`config.mk`:
```
export PLATFORM = sky130hd
export DESIGN_NAME = datetime_string_validator
export DESIGN_NICKNAME = d
export VERILOG_FILES = /design/src/hw/rtl/dtv_pkg.sv /design/src/hw/rtl/dtv_cell.sv /design/src/hw/rtl/dtv_check.sv /design/src/hw/rtl/datetime_string_validator.sv
export SDC_FILE = /design/constraint.sdc
export NUM_CORES = 1
export LEC_CHECK = 0
export ABC_CLOCK_PERIOD_IN_PS = 6500
export BUFFER_PORTS_ARGS = -buffer_cell sky130_fd_sc_hd__buf_2
export CORE_MARGIN = 2
export CORE_UTILIZATION = 40
export DETAILED_ROUTE_END_ITERATION = 7
export SYNTH_ARGS = -nofsm -noshare
export SYNTH_HDL_FRONTEND = slang
export SYNTH_SLANG_ARGS = --single-unit
```
`constraint.sdc`:
```
create_clock -name i_clk -period 6.5 [get_ports i_clk]
set_input_delay 0.325 -clock i_clk [delete_from_list [all_inputs] [get_ports i_clk]]
set_output_delay 0.325 -clock i_clk [all_outputs]
set_load 0.01 [all_outputs]
```
`src/hw/rtl/dtv_pkg.sv`:
```
package dtv_pkg;

    localparam int unsigned DIGITS    = 14;
    localparam int unsigned COUNT_MAX = 15;
    localparam int unsigned VAL_W     = 47;

    localparam logic [7:0] CH_ZERO  = 8'h30;
    localparam logic [7:0] CH_NINE  = 8'h39;
    localparam logic [7:0] CH_COLON = 8'h3A;
    localparam logic [7:0] CH_DASH  = 8'h2D;
    localparam logic [7:0] CH_SPACE = 8'h20;

    localparam logic [6:0] MONTH_FEB  = 7'd2;
    localparam logic [6:0] MONTH_DEC  = 7'd12;
    localparam logic [6:0] HOUR_MAX   = 7'd23;
    localparam logic [6:0] MINSEC_MAX = 7'd59;

    typedef logic [3:0]              t_digit;
    typedef logic [DIGITS-1:0][3:0]  t_digits;
    typedef logic [6:0]              t_num2;
    typedef logic [3:0]              t_count;
    typedef logic [VAL_W-1:0]        t_value;

    // two decimal digits as a binary number
    function automatic t_num2 two_dig(input t_digit hi, input t_digit lo);
        return t_num2'(hi) * 7'd10 + t_num2'(lo);
    endfunction

    // days in month, February without leap day; 0 for codes that name no month
    function automatic logic [4:0] month_days(input t_num2 month);
        logic [4:0] days;
        case (month)
            7'd1:    days = 5'd31;
            7'd2:    days = 5'd28;
            7'd3:    days = 5'd31;
            7'd4:    days = 5'd30;
            7'd5:    days = 5'd31;
            7'd6:    days = 5'd30;
            7'd7:    days = 5'd31;
            7'd8:    days = 5'd31;
            7'd9:    days = 5'd30;
            7'd10:   days = 5'd31;
            7'd11:   days = 5'd30;
            7'd12:   days = 5'd31;
            default: days = 5'd0;
        endcase
        return days;
    endfunction

endpackage

```
`src/hw/rtl/dtv_cell.sv`:
```
module dtv_cell (
    input  logic            i_clk,
    input  logic            i_rst_n,
    input  logic            i_shift,
    input  logic            i_clear,
    input  dtv_pkg::t_digit i_digit,
    output dtv_pkg::t_digit o_digit,
    output dtv_pkg::t_digit o_next
);
    import dtv_pkg::*;

    t_digit r_digit;
    t_digit n_digit;

    assign n_digit = i_shift ? i_digit : r_digit;

    always_ff @(posedge i_clk) begin
        if (!i_rst_n || i_clear) begin
            r_digit <= '0;
        end else begin
            r_digit <= n_digit;
        end
    end

    assign o_digit = r_digit;
    assign o_next  = n_digit;

endmodule

```
`src/hw/rtl/dtv_check.sv`:
```
module dtv_check (
    input  dtv_pkg::t_digits i_digits,
    input  logic             i_fmt_ok,
    output logic             o_ok
);
    import dtv_pkg::*;

    t_num2      cent;
    t_num2      yr;
    t_num2      month;
    t_num2      day;
    t_num2      hour;
    t_num2      minute;
    t_num2      second;
    logic       leap;
    logic [5:0] limit;

    always_comb begin
        cent   = two_dig(i_digits[0], i_digits[1]);
        yr     = two_dig(i_digits[2], i_digits[3]);
        month  = two_dig(i_digits[4], i_digits[5]);
        day    = two_dig(i_digits[6], i_digits[7]);
        hour   = two_dig(i_digits[8], i_digits[9]);
        minute = two_dig(i_digits[10], i_digits[11]);
        second = two_dig(i_digits[12], i_digits[13]);
        // century years are leap only when the century count divides by four
        leap   = (yr == '0) ? (cent[1:0] == 2'b00) : (yr[1:0] == 2'b00);
        limit  = {1'b0, month_days(month)} + {5'b0, (month == MONTH_FEB) && leap};
        o_ok   = i_fmt_ok
              && (i_digits[0] != '0)
              && (month != '0) && (month <= MONTH_DEC)
              && (day != '0) && (day <= {1'b0, limit})
              && (hour <= HOUR_MAX) && (minute <= MINSEC_MAX) && (second <= MINSEC_MAX);
    end

endmodule

```
`src/hw/rtl/datetime_string_validator.sv`:
```
// Datetime text validator.
// Input channel: one character per item (i_char_code) with i_last_char on the
// final character, handshake i_valid / o_stall. Separators ':', '-' and space
// are dropped; any other non-digit marks the text bad.
// Output channel: one result per text, o_is_valid and o_packed_value
// (YYYYMMDDhhmmss as binary, 0 when invalid), handshake o_valid / i_stall.
// Throughput: one character per cycle while o_stall is low, texts back to back with no gap.
// Path: a snapshot stage holds the finished digits after the edge that takes
// the final character; the check and output register follow. The digits
// shift through a row of 14 cells; the binary value is built one
// multiply-by-ten add per accepted digit.
// Reset clears the count, error flag, value and all stages; no result is
// pending afterward. When the receiver stalls, the output holds; the snapshot
// stage fills next, and only then is o_stall raised toward the sender.
module datetime_string_validator (
    input  logic                        i_clk,
    input  logic                        i_rst_n,
    input  logic                        i_valid,
    output logic                        o_stall,
    input  logic [7:0]                  i_char_code,
    input  logic                        i_last_char,
    output logic                        o_valid,
    input  logic                        i_stall,
    output logic                        o_is_valid,
    output logic [dtv_pkg::VAL_W-1:0]   o_packed_value
);
    import dtv_pkg::*;

    logic    accept;
    logic    is_dig;
    logic    is_sep;
    t_digit  digit;
    logic    shift;
    logic    clear;

    t_count  r_count;
    t_count  n_count;
    logic    r_bad;
    logic    n_bad;
    t_value  r_acc;
    t_value  n_acc;

    t_digits cur_digits;
    t_digits next_digits;

    logic    r_a_vld;
    t_digits r_a_digits;
    t_value  r_a_acc;
    logic    r_a_fmt;
    logic    a_ok;

    logic    r_o_vld;
    logic    r_o_ok;
    t_value  r_o_val;

    logic    out_free;
    logic    a_adv;
    logic    a_free;

    assign out_free = !r_o_vld || !i_stall;
    assign a_adv    = r_a_vld && out_free;
    assign a_free   = !r_a_vld || out_free;
    assign o_stall  = !a_free;
    assign accept   = i_valid && a_free;

    assign is_dig = (i_char_code >= CH_ZERO) && (i_char_code <= CH_NINE);
    assign is_sep = (i_char_code == CH_COLON) || (i_char_code == CH_DASH)
                 || (i_char_code == CH_SPACE);
    assign digit  = t_digit'(i_char_code - CH_ZERO);
    assign shift  = accept && is_dig && (r_count < t_count'(DIGITS));
    assign clear  = accept && i_last_char;

    always_comb begin
        n_count = r_count;
        n_bad   = r_bad;
        n_acc   = r_acc;
        if (accept) begin
            if (is_dig && (r_count != t_count'(COUNT_MAX))) begin
                n_count = r_count + 4'd1;
            end
            if (!is_dig && !is_sep) begin
                n_bad = 1'b1;
            end
            if (shift) begin
                n_acc = {r_acc[VAL_W-4:0], 3'b000} + {r_acc[VAL_W-2:0], 1'b0}
                      + t_value'(digit);
            end
        end
    end

    // digits enter at the top cell and move down; the first digit ends in cell 0
    for (genvar g = 0; g < DIGITS; g++) begin : g_cell
        t_digit cell_in;
        if (g == DIGITS - 1) begin : g_top
            assign cell_in = digit;
        end else begin : g_mid
            assign cell_in = cur_digits[g+1];
        end
        dtv_cell u_cell (
            .i_clk   (i_clk),
            .i_rst_n (i_rst_n),
            .i_shift (shift),
            .i_clear (clear),
            .i_digit (cell_in),
            .o_digit (cur_digits[g]),
            .o_next  (next_digits[g])
        );
    end

    always_ff @(posedge i_clk) begin
        if (!i_rst_n || clear) begin
            r_count <= '0;
            r_bad   <= 1'b0;
            r_acc   <= '0;
        end else begin
            r_count <= n_count;
            r_bad   <= n_bad;
            r_acc   <= n_acc;
        end
    end

    // snapshot stage: hold the finished text for the check
    always_ff @(posedge i_clk) begin
        if (!i_rst_n) begin
            r_a_vld <= 1'b0;
        end else if (clear) begin
            r_a_vld <= 1'b1;
        end else if (a_adv) begin
            r_a_vld <= 1'b0;
        end
    end

    always_ff @(posedge i_clk) begin
        if (clear) begin
            r_a_digits <= next_digits;
            r_a_acc    <= n_acc;
            r_a_fmt    <= !n_bad && (n_count == t_count'(DIGITS));
        end
    end

    dtv_check u_check (
        .i_digits (r_a_digits),
        .i_fmt_ok (r_a_fmt),
        .o_ok     (a_ok)
    );

    always_ff @(posedge i_clk) begin
        if (!i_rst_n) begin
            r_o_vld <= 1'b0;
        end else if (out_free) begin
            r_o_vld <= r_a_vld;
        end
    end

    always_ff @(posedge i_clk) begin
        if (a_adv) begin
            r_o_ok  <= a_ok;
            r_o_val <= a_ok ? r_a_acc : '0;
        end
    end

    assign o_valid        = r_o_vld;
    assign o_is_valid     = r_o_ok;
    assign o_packed_value = r_o_val;

`ifndef NO_ASSERTIONS
    a_reset_empty: assert property (@(posedge i_clk) !i_rst_n |=> !o_valid)
        else $error("result pending after reset");
    a_invalid_zero: assert property (@(posedge i_clk) disable iff (!i_rst_n)
        (o_valid && !o_is_valid) |-> (o_packed_value == '0))
        else $error("invalid result carries a nonzero value");
    a_stall_full: assert property (@(posedge i_clk) disable iff (!i_rst_n)
        o_stall |-> (r_a_vld && r_o_vld))
        else $error("sender stalled while a stage is free");
    a_fmt_count: assert property (@(posedge i_clk) disable iff (!i_rst_n)
        (clear && !is_dig && !is_sep) |=> (r_a_vld && !r_a_fmt))
        else $error("bad character not flagged in snapshot");
`endif

endmodule

```
==> impl_metrics.py <==
metrics = {
    "run_status": {
        "status": "complete, no violations",
    },
    "yosys": {
        "synth_warnings": 0,
        "yosys.area.top_type_share_pct": 32.3,
        "ys_ff_latch": 257,
        "synth_nets": 1508,
        "synthCells": 1347,
        "synthDistinctLibCells": 69,
        "synth-edff-count": 147,
        "yosys-top-cells-area": "edfxtp_1 32%, dfxtp_1 16%, ha_1 12%",
        "synth_commonest_cells": "271 x nand2_1, 147 x edfxtp_1, 134 x a21oi_1, 134 x ha_1, 110 x dfxtp_1",
        "synth_seq_area_share_pct": 48.4,
        "synth_largest_area_cell": "edfxtp_1",
        "synth_ff_type": "edfxtp_1",
        "async_reset_ff_share_pct": 0,
        "yosysMostFrequentCell": "nand2_1",
        "synth_area_um2": 13700,
        "synth.avg_cell_area_um2": 10.1,
    },
    "clock_tree": {
        "clkTransAtPathRegs_ns": 0.06,
        "cts_setup_buffers": 0,
        "htreeDepth": 1,
        "clock-root-buffer": "clkbuf_16",
        "tritoncts": "built",
        "cts_hold_buf": 0,
        "clk_latency_ns": 0.55,
        "cts_buffers": 28,
        "cts.sinks": 257,
        "max-clock-path-buffers": 3,
        "cts_resized": 0,
    },
    "worst_setup_path": {
        "cp_top_family": "adder cells",
        "start_kind": "register",
        "crit_buf_inv": 4,
        "slowest_stage": "and3_1",
        "crit_fanout": 34,
        "arrival_ns": 5.68,
        "cp_slowest_stage_delay_ns": 0.56,
        "crit_top_cell": "ha_1",
        "crit_path_end_kind": "register",
        "crit_required_ns": 6.90,
        "worst-setup-path-type": "register to register",
    },
    "routing": {
        "drtIter0Drc": 636,
        "drt_wl_total_um": 29300,
        "post-route-drc-count": 0,
        "vias": 9734,
        "detail-route-antenna-nets": 0,
        "post_drt_wl_per_cell_um": 15.7,
        "dr.pass1.iters": 5,
        "via_per_inst": 5.22,
    },
    "global_route": {
        "globalRoute.totalOverflow": 0,
        "gr-usage-met3_pct": 2.33,
        "track_usage_pct": 16.6,
        "grt_pass1_wl_um": 48500,
        "use_met2_pct": 29.2,
        "use_met1_pct": 21.8,
        "grt_max_degree": 77,
        "antenna_found_initial": 0,
        "first_global_vias": 9688,
        "grt.busiest_layer": "met2",
    },
    "job": {
        "cap_violations": 0,
    },
    "die": {
        "io_pins": 63,
        "fp.dieH_um": 189,
        "floorplan.initialDensity_pct": 40.7,
        "die_w_um": 189,
        "die-area_um2": 35700,
        "coreArea_um2": 33600,
        "row_count": 67,
    },
    "cells_and_area": {
        "nets": 1555,
        "syn_to_final_growth_pct": 12.8,
        "drive_gt1_share_pct": 9.82,
    },
    "timing": {
        "min_period_ns": 5.29,
        "setup_violations": 0,
        "setup-tns-final_ns": 0,
        "slew_headroom_pct": 26.8,
        "clock_skew_ns": 0.0170,
        "worstMarginPinSlew_ns": 1.10,
        "hold_violations": 0,
        "finalWorstSetupSlack_ns": 1.21,
        "finalMaxSlewViolations": 0,
        "fmax_ghz": 0.189,
        "rsz0062_at_grt": "no",
        "post-route-period-util_pct": 81.3,
    },
    "place": {
        "post-place-ws_ns": 1.19,
        "gp_congestion": 0.826,
        "hpwlAfterDp_um": 20700,
        "io_buffer_count": 62,
    },
    "hold_path": {
        "holdCritPathClass": "input port to register",
    },
    "power_and_ir_drop": {
        "irDropWorstVdd_mv": 0.179,
        "p_per_area_nw_per_um2": 231,
        "p_leak_nw": 6.79,
    },
}
==> sequential cells by signal, indices dropped and copies added, names as in the netlist <==
signal	cells
r_acc	47
r_count	4
g_cell.u_cell.o_digit	56
r_a_digits	51
r_bad	1
r_a_vld	1
o_valid	1
r_a_acc	47
o_packed_value	47
r_a_fmt	1
o_is_valid	1
==> per-stage QoR <==
step           instance area, µm²  hold slack [ns]  total power, mW  util (%)  std cells
4_1_cts                     15400           0.0278             3.60      45.8       1864
3_3_place_gp                14400            0.443             1.92      42.9       1812
2_1_floorplan               13700            0.432             1.88         -       1347
5_1_grt                     15400           0.0563             3.68      45.8       1864
6_report                    15400           0.0556             3.56      45.9       1865
3_5_place_dp                14400            0.453             1.92      42.9       1812
==> routing by layer <==
metal	up-vias	wire, µm
met4	0	541
met1	4636	13600
met3	42	1100
li1	4916	-
met2	140	14100
met5	-	0
==> power by group <==
| part | switching [mW] | internal, mW | total (mW) |
|---|---|---|---|
| combinational | 0.0893 | 0.0469 | 0.136 |
| sequential | 0.0108 | 1.74 | 1.75 |
| clock | 0.662 | 1.01 | 1.67 |
==> cell usage in the layout (no fill, tap or decap), types with 10 or more instances in the layout <==
cell type,synthesis,layout
nand3_1,28,28
inv_1,33,32
o21a_1,10,10
nand4_1,11,11
edfxtp_1,147,147
fa_1,14,14
dfxtp_1,110,110
nor2_1,32,32
a21o_1,33,33
xnor2_1,27,27
nand2_1,271,270
buf_2,4,62
clkbuf_16,0,30
ha_1,134,134
and3_1,13,13
and2_1,79,79
o21ai_0,42,42
a31oi_1,11,10
a21oi_1,134,134
a211oi_1,15,15
xor2_1,26,26
nor3_1,13,13
==> area by class of cell <==
| cell class | count | area (µm²) |
|---|---|---|
| Multi-Input combinational cell | 1004 | 6760 |
| Timing Repair Buffer | 70 | 370 |
| Antenna cell | 1 | 2.50 |
| Tap cell | 448 | 561 |
| Clock inverter | 18 | 203 |
| Fill cell | 3132 | 18200 |
| Sequential cell | 257 | 6620 |
| Inverter | 33 | 126 |
| Clock buffer | 34 | 776 |
==> worst reg2reg max path: stages (launching register included) <==
cell and delay [ns]:
edfxtp_1 0.44, ha_1 0.31, ha_1 0.13, inv_1 0.05, fa_1 0.37, xor2_1 0.19, or3_1 0.34, nand2_1 0.08
a31oi_1 0.10, a21oi_1 0.20, and2_1 0.16, ha_1 0.16, ha_1 0.14, inv_1 0.04, ha_1 0.16, inv_1 0.05
ha_1 0.23, a21o_1 0.18, a21oi_1 0.12, o21ai_0 0.08, o21ai_0 0.09, nand4_1 0.13, a211oi_1 0.23, and3_1 0.56
buf_4 0.40, and2_1 0.20
==> worst paths after layout <==
kind,slack [ns],start,end,cells after the start
max reg2reg,1.21,r_a_digits[17],o_packed_value[12],25
min,0.06,i_rst_n,o_valid,2
max,1.21,r_a_digits[17],o_packed_value[12],25
min reg2reg,0.46,g_cell[9].u_cell.o_digit[0],g_cell[9].u_cell.o_digit[0],2
==> kinds of logic after synthesis <==
logic type | after synthesis | synth area share [%]
AO/OA/AOI/OAI | 308 | 14.1
adder cells (fa/ha/maj) | 151 | 14.5
multiplexers | 9 | 0.714
AND/OR/NAND/NOR | 483 | 16.4
flip-flops | 257 | 48.4
XOR/XNOR | 53 | 3.40
buffers and inverters | 86 | 2.40
Note: power is estimated with default switching activity, not from simulation.
